$ cat src/sv/assert_macros.svh
// Assertion macros shared by the RTL files that carry checks.
// Depends on a clock named clock and a synchronous active-high reset named reset.
`ifndef ASSERT_MACROS_SVH
`define ASSERT_MACROS_SVH

// Implication checked on every clock edge outside reset
`define NRMC_ASSERT_IMPLY(label, ante, cons, msg) \
   label: assert property (@(posedge clock) disable iff (reset) (ante) |-> (cons)) \
      else $error(msg);

// Next-cycle implication checked outside reset
`define NRMC_ASSERT_NEXT(label, ante, cons, msg) \
   label: assert property (@(posedge clock) disable iff (reset) (ante) |=> (cons)) \
      else $error(msg);

`endif

$ cat src/sv/nrmc_pkg.sv
// Package for the RMC time and date parser: phase codes, character constants,
// the sentence capture type and the calendar helper functions. No dependencies.
package nrmc_pkg;

   // Parser phase codes
   localparam logic [3:0] PH_HUNT       = 4'd0;
   localparam logic [3:0] PH_TIME_FIRST = 4'd1;
   localparam logic [3:0] PH_TIME_LAST  = 4'd6;
   localparam logic [3:0] PH_SKIP       = 4'd7;
   localparam logic [3:0] PH_DATE_FIRST = 4'd8;
   localparam logic [3:0] PH_DATE_LAST  = 4'd13;

   localparam logic [2:0] HDR_LAST_POS  = 3'd6;
   localparam logic [2:0] SKIP_COMMAS   = 3'd7;

   localparam logic [7:0] CHAR_COMMA = 8'h2C;
   localparam logic [7:0] CHAR_ZERO  = 8'h30;
   localparam logic [7:0] CHAR_NINE  = 8'h39;

   localparam int DIGIT_COUNT = 12;
   localparam int STORE_DEPTH = DIGIT_COUNT - 1;

   localparam logic [6:0] YEAR_MIN   = 7'd23;
   localparam logic [4:0] MAX_OFFSET = 5'd23;
   localparam logic [4:0] TZ_RESET   = 5'd7;

   // Twelve captured characters: hh mm ss dd mm yy
   typedef struct packed {
      logic [DIGIT_COUNT-1:0][7:0] chars;
   } capture_type;

   // Header check at one position, either talker accepted
   function automatic logic header_hit(input logic [2:0] pos, input logic [7:0] c);
      logic hit;
      case (pos)
         3'd0:    hit = (c == "$");
         3'd1:    hit = (c == "G");
         3'd2:    hit = (c == "P") || (c == "N");
         3'd3:    hit = (c == "R");
         3'd4:    hit = (c == "M");
         3'd5:    hit = (c == "C");
         3'd6:    hit = (c == ",");
         default: hit = 1'b0;
      endcase
      return hit;
   endfunction

   function automatic logic is_digit(input logic [7:0] c);
      return (c >= CHAR_ZERO) && (c <= CHAR_NINE);
   endfunction

   // Two ASCII digits to a value; only meaningful when both are numeric
   function automatic logic [6:0] pair_value(input logic [7:0] tens, input logic [7:0] ones);
      logic [7:0] sum;
      sum = 8'(tens[3:0]) * 8'd10 + 8'(ones[3:0]);
      return sum[6:0];
   endfunction

   // Month length, February lengthened in years divisible by four
   function automatic logic [4:0] days_in_month(input logic [3:0] month,
                                                input logic [6:0] year);
      logic [4:0] n;
      case (month)
         4'd2:    n = (year[1:0] == 2'd0) ? 5'd29 : 5'd28;
         4'd4, 4'd6, 4'd9, 4'd11: n = 5'd30;
         default: n = 5'd31;
      endcase
      return n;
   endfunction

endpackage

$ cat src/sv/nrmc_if.sv
// Channel interfaces for the RMC time and date parser: byte input, fix result
// and timezone register write. No dependencies.
interface nrmc_req_if;
   logic       valid;
   logic       ready;
   logic [7:0] rx_byte;
   modport source (output valid, output rx_byte, input ready);
   modport sink   (input valid, input rx_byte, output ready);
endinterface

interface nrmc_rsp_if;
   logic       valid;
   logic       ready;
   logic       bad_fix;
   logic [4:0] hour_out;
   logic [5:0] minute_out;
   logic [5:0] second_out;
   logic [4:0] day_out;
   logic [3:0] month_out;
   logic [6:0] year_out;
   modport source (output valid, output bad_fix, output hour_out, output minute_out,
                   output second_out, output day_out, output month_out,
                   output year_out, input ready);
   modport sink   (input valid, input bad_fix, input hour_out, input minute_out,
                   input second_out, input day_out, input month_out,
                   input year_out, output ready);
endinterface

interface nrmc_csr_if;
   logic       valid;
   logic       ready;
   logic [4:0] tz_offset_hours;
   modport source (output valid, output tz_offset_hours, input ready);
   modport sink   (input valid, input tz_offset_hours, output ready);
endinterface

$ cat src/sv/nrmc_parser.sv
// Byte parser: header hunt, comma skip and digit capture into a sentence register.
// Depends on nrmc_pkg and nrmc_req_if.
module nrmc_parser (
   input  logic                  clock,
   input  logic                  reset,
   nrmc_req_if.sink              req_if,
   input  logic                  calc_ready,
   output logic                  cap_valid,
   output nrmc_pkg::capture_type cap_sentence
);
   import nrmc_pkg::*;

   logic [3:0]   phase_ff, phase_in;
   logic [2:0]   count_ff, count_in;
   logic [7:0]   store_ff [0:STORE_DEPTH-1];
   logic [3:0]   store_idx;
   logic         store_we;
   logic         cap_load;
   logic         cap_valid_ff, cap_valid_in;
   capture_type  cap_ff;
   logic         accept;

   // Take a byte whenever the capture register is free or draining
   assign req_if.ready = !cap_valid_ff || calc_ready;
   assign accept       = req_if.valid && req_if.ready;

   assign store_idx = (phase_ff <= PH_TIME_LAST) ? (phase_ff - 4'd1) : (phase_ff - 4'd2);

   // Advance the phase on each accepted byte
   always_comb begin
      phase_in = phase_ff;
      count_in = count_ff;
      store_we = 1'b0;
      cap_load = 1'b0;
      if (accept) begin
         if (phase_ff == PH_HUNT) begin
            if (header_hit(count_ff, req_if.rx_byte)) begin
               if (count_ff == HDR_LAST_POS) begin
                  phase_in = PH_TIME_FIRST;
                  count_in = 3'd0;
               end else begin
                  count_in = count_ff + 3'd1;
               end
            end else begin
               count_in = 3'd0;
            end
         end else if (phase_ff == PH_SKIP) begin
            if (req_if.rx_byte == CHAR_COMMA) begin
               if (count_ff == SKIP_COMMAS) begin
                  phase_in = PH_DATE_FIRST;
                  count_in = 3'd0;
               end else begin
                  count_in = count_ff + 3'd1;
               end
            end
         end else if (phase_ff inside {[PH_TIME_FIRST:PH_TIME_LAST],
                                       [PH_DATE_FIRST:PH_DATE_LAST]}) begin
            if (req_if.rx_byte == CHAR_COMMA) begin
               // Drop the sentence on a comma inside a digit run
               phase_in = PH_HUNT;
               count_in = 3'd0;
            end else if (phase_ff == PH_DATE_LAST) begin
               phase_in = PH_HUNT;
               count_in = 3'd0;
               cap_load = 1'b1;
            end else begin
               store_we = 1'b1;
               phase_in = phase_ff + 4'd1;
            end
         end else begin
            phase_in = PH_HUNT;
            count_in = 3'd0;
         end
      end
   end

   // Hold the capture until the calculation stage takes it
   always_comb begin
      if (cap_load) begin
         cap_valid_in = 1'b1;
      end else if (calc_ready) begin
         cap_valid_in = 1'b0;
      end else begin
         cap_valid_in = cap_valid_ff;
      end
   end

   always_ff @(posedge clock) begin
      if (reset) begin
         phase_ff     <= PH_HUNT;
         count_ff     <= 3'd0;
         cap_valid_ff <= 1'b0;
      end else begin
         phase_ff     <= phase_in;
         count_ff     <= count_in;
         cap_valid_ff <= cap_valid_in;
      end
   end

   // Digit store and sentence capture, last digit taken straight from the input
   always_ff @(posedge clock) begin
      if (store_we) begin
         store_ff[store_idx] <= req_if.rx_byte;
      end
      if (cap_load) begin
         for (int i = 0; i < STORE_DEPTH; i++) begin
            cap_ff.chars[i] <= store_ff[i];
         end
         cap_ff.chars[DIGIT_COUNT-1] <= req_if.rx_byte;
      end
   end

   assign cap_valid    = cap_valid_ff;
   assign cap_sentence = cap_ff;

endmodule

$ cat src/sv/nrmc_calc.sv
// Result stage: range check, timezone shift with calendar rollover, output register.
// Depends on nrmc_pkg and nrmc_rsp_if.
module nrmc_calc (
   input  logic                   clock,
   input  logic                   reset,
   input  logic                   cap_valid,
   input  nrmc_pkg::capture_type  cap_sentence,
   input  logic [4:0]             tz_offset,
   output logic                   calc_ready,
   nrmc_rsp_if.source             rsp_if
);
   import nrmc_pkg::*;

   logic       bad_char, bad_range, bad;
   logic [6:0] hour, minute, second, day, month, year;
   logic [4:0] offset;
   logic [5:0] hour_sum, hour_loc;
   logic       wrap, roll_day, roll_month;
   logic [5:0] day_next;
   logic [4:0] month_days;
   logic [4:0] day_res;
   logic [3:0] month_res;
   logic [6:0] year_res;
   logic       load;

   logic       rsp_valid_ff, rsp_valid_in;
   logic       bad_ff;
   logic [4:0] hour_ff;
   logic [5:0] minute_ff, second_ff;
   logic [4:0] day_ff;
   logic [3:0] month_ff;
   logic [6:0] year_ff;

   // Check characters and decode the six pairs
   always_comb begin
      bad_char = 1'b0;
      for (int i = 0; i < DIGIT_COUNT; i++) begin
         if (!is_digit(cap_sentence.chars[i])) begin
            bad_char = 1'b1;
         end
      end
   end

   assign hour   = pair_value(cap_sentence.chars[0],  cap_sentence.chars[1]);
   assign minute = pair_value(cap_sentence.chars[2],  cap_sentence.chars[3]);
   assign second = pair_value(cap_sentence.chars[4],  cap_sentence.chars[5]);
   assign day    = pair_value(cap_sentence.chars[6],  cap_sentence.chars[7]);
   assign month  = pair_value(cap_sentence.chars[8],  cap_sentence.chars[9]);
   assign year   = pair_value(cap_sentence.chars[10], cap_sentence.chars[11]);

   assign bad_range = (hour > 7'd23) || (minute > 7'd59) || (second > 7'd59) ||
                      (day == 7'd0) || (day > 7'd31) || (month == 7'd0) ||
                      (month > 7'd12) || (year < YEAR_MIN);
   assign bad = bad_char || bad_range;

   // Shift the hour and roll the date forward
   assign offset     = (tz_offset > MAX_OFFSET) ? MAX_OFFSET : tz_offset;
   assign hour_sum   = 6'(hour[4:0]) + 6'(offset);
   assign wrap       = (hour_sum >= 6'd24);
   assign hour_loc   = wrap ? (hour_sum - 6'd24) : hour_sum;
   assign day_next   = 6'(day[4:0]) + 6'd1;
   assign month_days = days_in_month(month[3:0], year);
   assign roll_day   = wrap && (day_next > 6'(month_days));
   assign roll_month = roll_day && (month[3:0] == 4'd12);

   always_comb begin
      if (roll_day) begin
         day_res = 5'd1;
      end else if (wrap) begin
         day_res = day_next[4:0];
      end else begin
         day_res = day[4:0];
      end
      if (roll_month) begin
         month_res = 4'd1;
      end else if (roll_day) begin
         month_res = month[3:0] + 4'd1;
      end else begin
         month_res = month[3:0];
      end
      year_res = roll_month ? (year + 7'd1) : year;
   end

   // Output register with its own valid
   assign calc_ready = !rsp_valid_ff || rsp_if.ready;
   assign load       = cap_valid && calc_ready;

   always_comb begin
      if (load) begin
         rsp_valid_in = 1'b1;
      end else if (rsp_if.ready) begin
         rsp_valid_in = 1'b0;
      end else begin
         rsp_valid_in = rsp_valid_ff;
      end
   end

   always_ff @(posedge clock) begin
      if (reset) begin
         rsp_valid_ff <= 1'b0;
      end else begin
         rsp_valid_ff <= rsp_valid_in;
      end
   end

   // Zero every field of a bad fix
   always_ff @(posedge clock) begin
      if (load) begin
         bad_ff    <= bad;
         hour_ff   <= bad ? 5'd0 : hour_loc[4:0];
         minute_ff <= bad ? 6'd0 : minute[5:0];
         second_ff <= bad ? 6'd0 : second[5:0];
         day_ff    <= bad ? 5'd0 : day_res;
         month_ff  <= bad ? 4'd0 : month_res;
         year_ff   <= bad ? 7'd0 : year_res;
      end
   end

   assign rsp_if.valid      = rsp_valid_ff;
   assign rsp_if.bad_fix    = bad_ff;
   assign rsp_if.hour_out   = hour_ff;
   assign rsp_if.minute_out = minute_ff;
   assign rsp_if.second_out = second_ff;
   assign rsp_if.day_out    = day_ff;
   assign rsp_if.month_out  = month_ff;
   assign rsp_if.year_out   = year_ff;

endmodule

$ cat src/sv/nmea_rmc_time_date_parser.sv
// Channel  | Dir | Payload                                   | Handshake
// req_if   | in  | rx_byte                                   | valid/ready
// rsp_if   | out | bad_fix, hour/minute/second/day/month/year | valid/ready
// csr_if   | in  | tz_offset_hours                           | valid/ready, always ready
//
// One byte per cycle is taken while req_if.ready is high; the parser state is registered on acceptance.
// The last year digit loads a capture register; the checked, shifted fix is then loaded
// into the output register once the calculation stage is ready to take it.
// Synchronous reset clears the phase, the valids and sets the offset to 7 hours.
// A stalled result holds the output register; bytes keep flowing until the capture
// register is also full.
// Depends on nrmc_pkg, nrmc_if, nrmc_parser, nrmc_calc and assert_macros.svh.
`include "assert_macros.svh"

module nmea_rmc_time_date_parser (
   input logic        clock,
   input logic        reset,
   nrmc_req_if.sink   req_if,
   nrmc_rsp_if.source rsp_if,
   nrmc_csr_if.sink   csr_if
);
   import nrmc_pkg::*;

   logic         tz_write;
   logic [4:0]   tz_ff;
   logic         cap_valid;
   logic         calc_ready;
   capture_type  cap_sentence;

   // Timezone register, writable at any time
   assign csr_if.ready = 1'b1;
   assign tz_write     = csr_if.valid && csr_if.ready;

   always_ff @(posedge clock) begin
      if (reset) begin
         tz_ff <= TZ_RESET;
      end else if (tz_write) begin
         tz_ff <= csr_if.tz_offset_hours;
      end
   end

   nrmc_parser u_parser (
      .clock        (clock),
      .reset        (reset),
      .req_if       (req_if),
      .calc_ready   (calc_ready),
      .cap_valid    (cap_valid),
      .cap_sentence (cap_sentence)
   );

   nrmc_calc u_calc (
      .clock        (clock),
      .reset        (reset),
      .cap_valid    (cap_valid),
      .cap_sentence (cap_sentence),
      .tz_offset    (tz_ff),
      .calc_ready   (calc_ready),
      .rsp_if       (rsp_if)
   );

   // Checks
   `NRMC_ASSERT_IMPLY(a_bad_fix_zeroed, rsp_if.valid && rsp_if.bad_fix,
      (rsp_if.hour_out == 5'd0) && (rsp_if.minute_out == 6'd0) &&
      (rsp_if.second_out == 6'd0) && (rsp_if.day_out == 5'd0) &&
      (rsp_if.month_out == 4'd0) && (rsp_if.year_out == 7'd0),
      "bad fix carries non-zero fields")
   `NRMC_ASSERT_IMPLY(a_good_fix_range, rsp_if.valid && !rsp_if.bad_fix,
      (rsp_if.hour_out < 5'd24) && (rsp_if.minute_out < 6'd60) &&
      (rsp_if.second_out < 6'd60) && (rsp_if.day_out != 5'd0) &&
      (rsp_if.month_out != 4'd0) && (rsp_if.month_out <= 4'd12) &&
      (rsp_if.year_out >= YEAR_MIN), "good fix out of range")
   `NRMC_ASSERT_NEXT(a_tz_written, tz_write,
      tz_ff == $past(csr_if.tz_offset_hours), "timezone write lost")

endmodule
$ cat src/flat_wrapper.sv
// flat-port wrapper written by rule: the top's interface ports become plain ports
module nmea_rmc_time_date_parser_flat import nrmc_pkg::*;
  (clock, reset, req_if_valid, req_if_rx_byte, req_if_ready, rsp_if_valid, rsp_if_bad_fix, rsp_if_hour_out, rsp_if_minute_out, rsp_if_second_out, rsp_if_day_out, rsp_if_month_out, rsp_if_year_out, rsp_if_ready, csr_if_valid, csr_if_tz_offset_hours, csr_if_ready);
  nrmc_req_if req_if_i ();
  nrmc_rsp_if rsp_if_i ();
  nrmc_csr_if csr_if_i ();
  input logic clock;
  input logic reset;
  input wire logic [$bits(req_if_i.valid)-1:0] req_if_valid;
  input wire logic [$bits(req_if_i.rx_byte)-1:0] req_if_rx_byte;
  output wire logic [$bits(req_if_i.ready)-1:0] req_if_ready;
  output wire logic [$bits(rsp_if_i.valid)-1:0] rsp_if_valid;
  output wire logic [$bits(rsp_if_i.bad_fix)-1:0] rsp_if_bad_fix;
  output wire logic [$bits(rsp_if_i.hour_out)-1:0] rsp_if_hour_out;
  output wire logic [$bits(rsp_if_i.minute_out)-1:0] rsp_if_minute_out;
  output wire logic [$bits(rsp_if_i.second_out)-1:0] rsp_if_second_out;
  output wire logic [$bits(rsp_if_i.day_out)-1:0] rsp_if_day_out;
  output wire logic [$bits(rsp_if_i.month_out)-1:0] rsp_if_month_out;
  output wire logic [$bits(rsp_if_i.year_out)-1:0] rsp_if_year_out;
  input wire logic [$bits(rsp_if_i.ready)-1:0] rsp_if_ready;
  input wire logic [$bits(csr_if_i.valid)-1:0] csr_if_valid;
  input wire logic [$bits(csr_if_i.tz_offset_hours)-1:0] csr_if_tz_offset_hours;
  output wire logic [$bits(csr_if_i.ready)-1:0] csr_if_ready;
  assign req_if_i.valid = req_if_valid;
  assign req_if_i.rx_byte = req_if_rx_byte;
  assign req_if_ready = req_if_i.ready;
  assign rsp_if_valid = rsp_if_i.valid;
  assign rsp_if_bad_fix = rsp_if_i.bad_fix;
  assign rsp_if_hour_out = rsp_if_i.hour_out;
  assign rsp_if_minute_out = rsp_if_i.minute_out;
  assign rsp_if_second_out = rsp_if_i.second_out;
  assign rsp_if_day_out = rsp_if_i.day_out;
  assign rsp_if_month_out = rsp_if_i.month_out;
  assign rsp_if_year_out = rsp_if_i.year_out;
  assign rsp_if_i.ready = rsp_if_ready;
  assign csr_if_i.valid = csr_if_valid;
  assign csr_if_i.tz_offset_hours = csr_if_tz_offset_hours;
  assign csr_if_ready = csr_if_i.ready;
  nmea_rmc_time_date_parser u_core (.clock(clock), .reset(reset), .req_if(req_if_i), .rsp_if(rsp_if_i), .csr_if(csr_if_i));
endmodule
$ cat config.mk
export PLATFORM = sky130hd
export DESIGN_NAME = nmea_rmc_time_date_parser_flat
export DESIGN_NICKNAME = d
export VERILOG_FILES = /design/src/sv/nrmc_pkg.sv /design/src/sv/nrmc_if.sv /design/src/sv/nrmc_parser.sv /design/src/sv/nrmc_calc.sv /design/src/sv/nmea_rmc_time_date_parser.sv /design/src/flat_wrapper.sv
export VERILOG_INCLUDE_DIRS = /design/src /design/src/sv
export SDC_FILE = /design/constraint.sdc
export NUM_CORES = 1
export LEC_CHECK = 0
export BUFFER_PORTS_ARGS = -buffer_cell sky130_fd_sc_hd__buf_2
export CORE_ASPECT_RATIO = 1.75
export CORE_MARGIN = 2
export CORE_UTILIZATION = 40
export DETAILED_ROUTE_END_ITERATION = 10
export HOLD_SLACK_MARGIN = 0.02
export PLACE_DENSITY = 0.63
export SLEW_MARGIN = 30
export SYNTH_ARGS = -nofsm -noshare
export SYNTH_HDL_FRONTEND = slang
export SYNTH_SLANG_ARGS = --single-unit
$ cat constraint.sdc
create_clock -name clock -period 8.5 [get_ports clock]
set_input_delay 1.7 -clock clock [delete_from_list [all_inputs] [get_ports clock]]
set_output_delay 1.7 -clock clock [all_outputs]
set_load 0.005 [all_outputs]
# After elaboration in Yosys (flattened, before gate mapping)
# Memories as Yosys holds them, arrays and structs flattened. A register that Yosys moved wholly into a read port is not among the register bits.
# Index checks and enable logic that the tools add are counted.
# Widths: inputs -> output; s select.
[classes] add_sub_neg=15 n_mul=6 order_cmp=37 eq_ne=28 n_mux=61 reduce_logical=44
[ops] op="$ge 8x6->1 const B" count=12
[ops] op="$le 8x6->1 const B" count=12
[ops] op="$eq 8x7->1 const B" count=6
[ops] op="$mux 4" count=11
[ops] op="$add 7x4->7" count=6
[ops] op="$mul 4x3->6 const B" count=6
[ops] op="$mux 1" count=35
[ops] op="$mux 3" count=9
[ops] op="$logic_and 1x1->1" count=18
[ops] op="$eq 4x4->1 const B" count=4
[ops] op="$eq 8x6->1 const B" count=2
[ops] op="$mux 5" count=3
[ops] op="$gt 7x5->1 const B" count=2
[ops] op="$gt 7x6->1 const B" count=2
[ops] op="$logic_not 7->1" count=2
[ops] op="$eq 3x3->1 const B" count=4
[ops] op="$eq 4x3->1 const B" count=3
[ops] op="$logic_or 1x1->1" count=11
[ops] op="$add 4x1->4 const B" count=2
[ops] op="$add 7x1->7 const B" count=1
[ops] op="$gt 7x4->1 const B" count=1
[ops] op="$lt 7x5->1 const B" count=1
[ops] op="$mux 7" count=1
[ops] op="$pmux 1 s7" count=1
[ops] op="other kinds (30)" count=36
[totals] regBits=56 ram_bits=88 inputBits=18 out_inout_bits=37 word_cells=207 n_memories=1
[memory_table] memory="u_core.u_parser.store_ff" words=11 word_bits=8 read_ports=11 rd_ports_with_merged_regs=11 write_ports=1 line="nrmc_parser.sv:15" text="logic [7:0] store_ff [0:STORE_DEPTH-1];"

# Logic depth before layout (Yosys ltp)
# Gate-level depths: netlist (run 1).
[depth] word_depth=16 mapped_depth=15 depth_no_buf=14

# By module
# Synthesis (run 1) repeated with hierarchy kept, for this count alone.
[hier_totals] hier_cells=742 area_unflattened_um2=10627.7
[modules_own_cells] mod="nrmc_parser" n_inst=1 cells_each=347 area_per_inst_um2=6766.5 seq_area_each_um2=5685.5
[modules_own_cells] mod="nrmc_calc" n_inst=1 cells_each=377 area_per_inst_um2=3666.0 seq_area_each_um2=1041.0
[modules_own_cells] mod="nmea_rmc_time_date_parser" n_inst=1 cells_each=18 area_per_inst_um2=195.2 seq_area_each_um2=100.1

# Worst setup path after synthesis (run 1)
# Ideal clock, no wire load.
[synth_timing] path_type="input to register" from="input port rsp_if_ready" to="register u_core.cap_sentence[76] (netlist name)" setup_time_ns=0.450 arrival_ns=4.290 t_required_ns=8.050 path_slack_ns=3.761 path_stages=5 n_path_buf=0 path_cell_list="nor2b_1 > nand2_1 > nand2_1 > or3_1 > inv_1"
[synth_via] elab_chain_len=4
[synth_lines] item="start, declared" line="flat_wrapper.sv:20" text="input wire logic [$bits(rsp_if_i.ready)-1:0] rsp_if_ready;"
[synth_lines] item="$logic_or 1x1->1" line="nrmc_calc.sv:85" text="assign calc_ready = !rsp_valid_ff || rsp_if.ready;"
[synth_lines] item="$logic_or 1x1->1" line="nrmc_parser.sv:24" text="assign req_if.ready = !cap_valid_ff || calc_ready;"
[synth_lines] item="named net req_if_ready" line="flat_wrapper.sv:11" text="output wire logic [$bits(req_if_i.ready)-1:0] req_if_ready;"
[synth_lines] item="$logic_and 1x1->1" line="nrmc_parser.sv:25" text="assign accept = req_if.valid && req_if.ready;"
[synth_lines] item="$mux 1" line="nrmc_parser.sv:35" text="if (accept) begin"
[synth_lines] item="named net u_core.u_parser.cap_load" line="nrmc_parser.sv:18" text="logic cap_load;"
# The timed path passes the listed nets, and every way through them passes these cells.
# A chain may end at the register's enable or synchronous reset.

# Worst setup path after layout (run 1)
[layout_timing] from="input port rsp_if_ready" to="output port req_if_ready"
[layout_via] elab_chain_len=2
[layout_lines] item="$logic_or 1x1->1" line="nrmc_calc.sv:85"
[layout_lines] item="$logic_or 1x1->1" line="nrmc_parser.sv:24"
[layout_lines] item="end, declared" line="flat_wrapper.sv:11"
# No other way between the ends.

==> results of run 1 <==
state kept, by name (all words and copies together) (netlist names):
name,flops
u_core.cap_sentence,4
u_core.tz_ff,5
u_core.u_calc.rsp_if.bad_fix,1
u_core.u_calc.rsp_if.day_out,5
u_core.u_calc.rsp_if.hour_out,5
u_core.u_calc.rsp_if.minute_out,6
u_core.u_calc.rsp_if.month_out,4
u_core.u_calc.rsp_if.second_out,6
u_core.u_calc.rsp_if.valid,1
u_core.u_calc.rsp_if.year_out,7
u_core.u_parser.cap_sentence,92
u_core.u_parser.cap_valid,1
u_core.u_parser.count_ff,3
u_core.u_parser.phase_ff,4
u_core.u_parser.store_ff,88
layout make-up:
type | instances | area, um^2 | area share (%)
flip-flops and latches | 232 | 6830 | 58.0
multi-input cells | 455 | 3410 | 29.0
clock buffers | 22 | 529 | 4.50
well taps | 320 | 400 | 3.40
repair buffers | 56 | 312 | 2.65
clock inverters | 15 | 146 | 1.24
inverters | 37 | 140 | 1.19
kinds of logic (layout without fill, tap and decap cells):
family	after synthesis	count (layout)	synth area share (%)
DFF	232	232	65.4
AOI/OAI and AO/OA	113	113	7.33
adders and majority gates	80	80	10.5
and+or+nand+nor	212	212	10.6
other	1	1	0.0359
xor gates and xnor gates	44	44	3.69
muxes	5	5	0.504
buffers and inverters	50	130	1.94
metrics by stage:
stage               utilization [%]  instance area, um^2  hold WS (ns)  worst slack, ns  cells
finish                         45.7                11800         0.417             4.41   1137
global route                   45.7                11800         0.420             4.34   1137
CTS                            45.7                11800         0.418             4.40   1137
detailed placement             43.1                11100         0.405             4.07   1100
global placement               42.9                11100         0.401             4.10   1099
floorplan                         -                10400         0.400             3.76    737
final timing paths:
check / endpoint / slack [ns] / cells past startpoint
hold / removal: u_core.u_parser.cap_sentence[22] / 0.42 / 0
hold reg to reg: u_core.u_parser.cap_sentence[22] / 0.42 / 0
setup reg to reg: u_core.u_calc.rsp_if.month_out[3] / 4.72 / 13
setup / recovery: req_if_ready / 4.41 / 4
power groups by stage:
| stage | registers, uW | logic [uW] | clock network [uW] |
|---|---|---|---|
| 5_1_grt | 1240 | 51.0 | 988 |
| 4_1_cts | 1240 | 46.2 | 952 |
| 6_report | 1240 | 45.7 | 925 |
| 3_3_place_gp | 1270 | 45.3 | 0 |
| 3_5_place_dp | 1270 | 46.0 | 0 |
| 2_1_floorplan | 1260 | 26.2 | 0 |
layer usage:
| metal | share of wire (%) | track usage [%] |
|---|---|---|
| met4 | 2.9 | 5.35 |
| met2 | 59 | 27.5 |
| met3 | 3.0 | 1.67 |
| met5 | 0 | 0 |
| met1 | 35 | 12.8 |
layout by cell type, fill, tap and decap left out, types with 6 or more instances in the layout:
| cell | instances |
|---|---|
| nor2_1 | 68 |
| xnor2_1 | 30 |
| nor3b_1 | 6 |
| nand3_1 | 13 |
| inv_1 | 35 |
| a21o_1 | 8 |
| nor2b_1 | 17 |
| nor3_1 | 13 |
| buf_2 | 53 |
| nor4b_1 | 6 |
| dfxtp_1 | 14 |
| nand2b_1 | 6 |
| ha_1 | 65 |
| a21oi_1 | 30 |
| fa_1 | 13 |
| a31oi_1 | 6 |
| a211o_1 | 6 |
| nand4_1 | 11 |
| nand2_1 | 38 |
| clkbuf_16 | 21 |
| xor2_1 | 14 |
| edfxtp_1 | 218 |
| o21ai_0 | 28 |
worst reg2reg max path, delay by kind of cell (launching register included):
kind	cells	cell delay (ns)
AND/OR/NAND/NOR	5	0.90
AO/OA/AOI/OAI	3	0.52
flip-flops	1	0.44
XOR/XNOR	1	0.48
adder cells (fa/ha/maj)	4	1.27
==> impl_metrics.json, run 1 <==
{
  "status": "finished clean",
  "yosys_warnings": 0,
  "via_count_of_the_first_global_routing_pass": 5788,
  "setup.worst_path.start_class": "primary input",
  "net-switching-power_uw": 435,
  "layout_worst_path_cycle_share_pct": 48.1,
  "post_synthesis_average_cell_area_um2": 14.2,
  "antennaDiodeCount": 0,
  "max_slew.worst_pin.slew_ns": 0.941,
  "post-synth-top-area-fraction_pct": 62.7,
  "cp_slowest_cell": "nor2b_1",
  "critical_path.n_buffers_inverters": 2,
  "synth.yosys.seq_area_share_pct": 65.4,
  "cell_types_with_the_largest_area_share_after_synthesis": "edfxtp_1, ha_1, dfxtp_1",
  "syn-num-nets": 833,
  "share_of_layout_cells_above_drive_strength_1_pct": 12.7,
  "finish.net_count": 899,
  "final_critical_path_time_including_i_o_delays_and_setup_ns": 4.09,
  "count_of_port_buffers_added_during_placement": 53,
  "power_report.internal_total_uw": 1780,
  "die_width_um": 126,
  "grt_first_pass_wirelength_um": 28800,
  "post_drt_via_cell_ratio": 5.10,
  "finish_stage_setup_viols": 0,
  "grt_antenna_before_repair": 0,
  "avgRoutedWirePerCell_um": 16.0,
  "min-delay-start": "u_core.u_parser.store_ff[2][6]",
  "setup.worst_path.start": "rsp_if_ready",
  "clkTransAtPathRegs_ns": 0.07,
  "clock_sinks": 232,
  "crit_path_max_fanout": 4,
  "cts_inserted_buffers": 21,
  "aggregate_global_route_resource_usage_pct": 13.3,
  "finalHoldViolations": 0,
  "drt-initial-drc-count": 373,
  "power.share.switching_pct": 19.7,
  "crit_path_cell_trace": "buf_2 -> nor2b_1 -> nand2_1 -> buf_2",
  "synth_common_cells": "edfxtp_1, nor2_1, ha_1, nand2_1, inv_1",
  "share_clk_of_total_power_pct": 41.8,
  "placement_row_count": 78,
  "static-leakage-power_uw": 0.00427,
  "drtAntennaViolNets": 0,
  "setup.worst_path.class": "primary input to output pin",
  "worst_path_most_repeated_cell": "buf_2",
  "netlist-cell-type-count": 69,
  "worst_setup_path_end_kind": "output pin",
  "r2r-start": "u_core.u_parser.cap_sentence[66]",
  "worst_slew_margin_rel_pct": 37.1,
  "worst_skew_pair.late_latency_ns": 0.51,
  "htree_num_levels": 1,
  "worst_ep_required_time_ns": 6.80,
  "layout.filler_cells": 2321,
  "rsz0062_at_grt": "no",
  "cts_tree": "done",
  "flow.area_growth_from_synthesis_pct": 12.8,
  "number_of_enable_type_register_cells_in_the_synthesized_netlist": 218,
  "crit_family": "simple AND/OR/NAND/NOR gates",
  "grt_start_max_net_pins": 97,
  "syn_std_cell_area_um2": 10400,
  "hp-class": "register to register",
  "ys_seq_elements": 232,
  "cts_resized": 0,
  "synth-main-ff-cell": "edfxtp_1",
  "cts_max_path_buffers": 3,
  "slew_violations": 0,
  "maximum_vdd_drop_mv": 0.115,
  "gr-total-overflow": 0,
  "maxCapViolCount": 0,
  "synthDominantAreaCellType": "edfxtp_1",
  "die_area_um2": 27400,
  "power.density_nw_per_um2": 188,
  "post-cts-setup-buffer-count": 0,
  "wl_um": 18200,
  "io_pins": 55,
  "via_count": 5798,
  "design_power_total_uw": 2210,
  "finalSetupTns_ns": 0,
  "critPathMaxStageDelay_ns": 0.26,
  "comb_power_share_pct": 2.1,
  "initial_core_util_pct": 40.5,
  "detailed_place_hpwl_um": 13500,
  "gp_routability_congestion": 0.819,
  "root_buffer_selected_by_cts": "clkbuf_16",
  "detailedRoute.firstPassIterationCount": 5,
  "synthMostInstantiatedCell": "edfxtp_1",
  "coreArea_um2": 25800,
  "hold_buffers": 0,
  "worst_clock_skew_ns": 0.00958,
  "fmax_mhz": 245,
  "detail_route.drc_violations": 0,
  "synthesis.instances": 737,
  "ys_async_sr_fraction_pct": 0,
  "seq_power_share_pct": 56.1,
  "worst_ep_arrival_time_ns": 2.39,
  "chipHeight_um": 218
}
Power figures use the tool's default switching activity.
==> run 2: changes to the inputs <==
--- a/config.mk
+++ b/config.mk
@@ -12,7 +12,7 @@
 export CORE_UTILIZATION = 40
 export DETAILED_ROUTE_END_ITERATION = 10
 export HOLD_SLACK_MARGIN = 0.02
-export PLACE_DENSITY = 0.63
+export PLACE_DENSITY = 0.65
 export SLEW_MARGIN = 30
 export SYNTH_ARGS = -nofsm -noshare
 export SYNTH_HDL_FRONTEND = slang
==> constraint.sdc (replaced) <==
create_clock -name clock -period 3.6 [get_ports clock]
set_input_delay 0.72 -clock clock [delete_from_list [all_inputs] [get_ports clock]]
set_output_delay 0.72 -clock clock [all_outputs]
set_load 0.005 [all_outputs]
==> impl_metrics.json, run 2 (same netlist as run 1, synthesis figures left out) <==
{
  "max_slew.worst_pin.slew_ns": 0.844,
  "placement_row_count": 78,
  "detail_route.drc_violations": 0,
  "worst_slew_margin_rel_pct": 43.5,
  "largest_reg_flops": 92,
  "worst_ep_required_time_ns": 3.91,
  "gr-total-overflow": 0,
  "crit_path_end": "u_core.u_calc.rsp_if.month_out[3]",
  "chipHeight_um": 218,
  "coreArea_um2": 25800,
  "met1_usage_pct": 13.1,
  "aggregate_global_route_resource_usage_pct": 13.8,
  "layout.cells.non_filler": 1163,
  "flow.area_growth_from_synthesis_pct": 14.9,
  "reg2reg_slack_ns": 0.20,
  "worstRegToRegCells": 12,
  "finish_stage_setup_viols": 0,
  "power_report.internal_total_uw": 4200,
  "cts_tree": "done",
  "share_of_layout_cells_above_drive_strength_1_pct": 15.5,
  "die_area_um2": 27400,
  "clock_sinks": 232,
  "met3_usage_pct": 1.64,
  "detailedRoute.firstPassIterationCount": 5,
  "net-switching-power_uw": 996,
  "fmax_mhz": 294,
  "power.density_nw_per_um2": 433,
  "finalSetupTns_ns": 0,
  "status": "finished clean",
  "antennaDiodeCount": 0,
  "share_clk_of_total_power_pct": 41.3,
  "hp-class": "register to register",
  "via_count_of_the_first_global_routing_pass": 5995,
  "final_common_cell": "edfxtp_1",
  "initial_core_util_pct": 40.5,
  "cts_inserted_buffers": 20,
  "most-common-layout-cells": "edfxtp_1, nor2_1, ha_1, buf_2, nand2_1",
  "drt-initial-drc-count": 342,
  "finalHoldViolations": 0,
  "seq_power_share_pct": 56.3,
  "wl_um": 18700,
  "htree_num_levels": 1,
  "post-cts-setup-buffer-count": 0,
  "grt_use_met2_pct": 28.0,
  "setup.worst_path.start": "u_core.u_parser.cap_sentence[19]",
  "die_width_um": 126,
  "io_pins": 55,
  "grt_first_pass_wirelength_um": 30000,
  "finish.net_count": 925,
  "comb_power_share_pct": 2.4,
  "post_drt_via_cell_ratio": 5.13,
  "count_of_port_buffers_added_during_placement": 53,
  "rsz0062_at_grt": "no",
  "setup.worst_path.class": "register to register",
  "r2r-start": "u_core.u_parser.cap_sentence[19]",
  "cts_max_path_buffers": 3,
  "endpoint_of_the_worst_register_to_register_path": "u_core.u_calc.rsp_if.month_out[3]",
  "maxCapViolCount": 0,
  "drtAntennaViolNets": 0,
  "crit_path_max_fanout": 34,
  "placed_cells_incl_taps": 1126,
  "maximum_vdd_drop_mv": 0.427,
  "detailed_place_hpwl_um": 14100,
  "static-leakage-power_uw": 0.00440,
  "root_buffer_selected_by_cts": "clkbuf_16",
  "worst_setup_path_end_kind": "register",
  "avgRoutedWirePerCell_um": 16.1,
  "slew_violations": 0,
  "setup.worst_path.start_class": "register",
  "worst_skew_pair.late_latency_ns": 0.50,
  "worst_ep_arrival_time_ns": 3.71,
  "worst_clock_skew_ns": 0.0127,
  "cts_resized": 0,
  "hold_buffers": 0,
  "layout_worst_path_cycle_share_pct": 94.5,
  "via_count": 5962,
  "final_critical_path_time_including_i_o_delays_and_setup_ns": 3.40,
  "gp_routability_congestion": 0.847,
  "grt_start_max_net_pins": 49,
  "power.share.switching_pct": 19.2,
  "grt_most_used_layer": "met2",
  "clkTransAtPathRegs_ns": 0.07,
  "grt_antenna_before_repair": 0
}
run 2: changes by cell type in the layout (fill, tap and decap cells not counted), sizes merged:
cell	delta
clkinv	-5
buf	+27
clkinvlp	+1
inv	-1
clkbuf	+4
run 2: cell type report:
type                    count  area (um^2)
clock buffers              26          544
clock inverters            10          118
fillers                  2317        13800
inverters                  37          143
multi-input cells         455         3440
flip-flops and latches    232         6830
well taps                 320          400
repair buffers             83          523
run 2: power by group through the flow:
| stage | Clock, uW | Combinational, uW | Sequential [uW] |
|---|---|---|---|
| 2_1_floorplan | 0 | 61.8 | 2990 |
| 3_3_place_gp | 0 | 121 | 2990 |
| 3_5_place_dp | 0 | 124 | 2990 |
| 4_1_cts | 2210 | 125 | 2930 |
| 5_1_grt | 2320 | 136 | 2930 |
| 6_report | 2150 | 124 | 2930 |
run 2: critical path, stage by stage, from the launching register on:
cell	delay [ns]
edfxtp_1	0.42
ha_1	0.30
ha_1	0.19
inv_1	0.06
fa_1	0.43
nand2b_1	0.16
a21oi_1	0.14
xnor2_1	0.13
o31ai_1	0.11
or4_1	0.40
a2111o_1	0.43
buf_12	0.19
a221oi_1	0.24
run 2: metal layers:
| metal | share of wire, % | vias to the layer above | wire length, um |
|---|---|---|---|
| met5 | 0 | - | 0 |
| met2 | 58 | 123 | 10800 |
| li1 | - | 2925 | - |
| met3 | 2.9 | 50 | 552 |
| met1 | 34 | 2864 | 6440 |
| met4 | 4.9 | 0 | 915 |
run 2: how the worst min path moves through the flow:
stage,cells after the start,from,to
CTS,2,csr_if_tz_offset_hours[2],u_core.tz_ff[2]
global placement,0,u_core.u_parser.store_ff[5][0],u_core.u_parser.cap_sentence[40]
global route,2,csr_if_tz_offset_hours[2],u_core.tz_ff[2]
detailed placement,0,u_core.u_parser.store_ff[9][5],u_core.cap_sentence[77]
floorplan,0,u_core.u_parser.store_ff[9][4],u_core.cap_sentence[76]
finish,0,u_core.u_parser.store_ff[3][5],u_core.u_parser.cap_sentence[29]
run 2: metrics by stage:
step / total power, uW / instance area (um^2) / setup slack, ns / hold slack [ns] / util [%]
finish: 5200 / 12000 / 0.196 / 0.417 / 46.5
CTS: 5260 / 11900 / 0.0184 / 0.399 / 46.3
global placement: 3110 / 11300 / 0.141 / 0.400 / 43.8
global route: 5380 / 12000 / 0.00436 / 0.415 / 46.5
floorplan: 3050 / 10400 / 0.211 / 0.400 / -
detailed placement: 3110 / 11300 / 0.0219 / 0.405 / 43.8
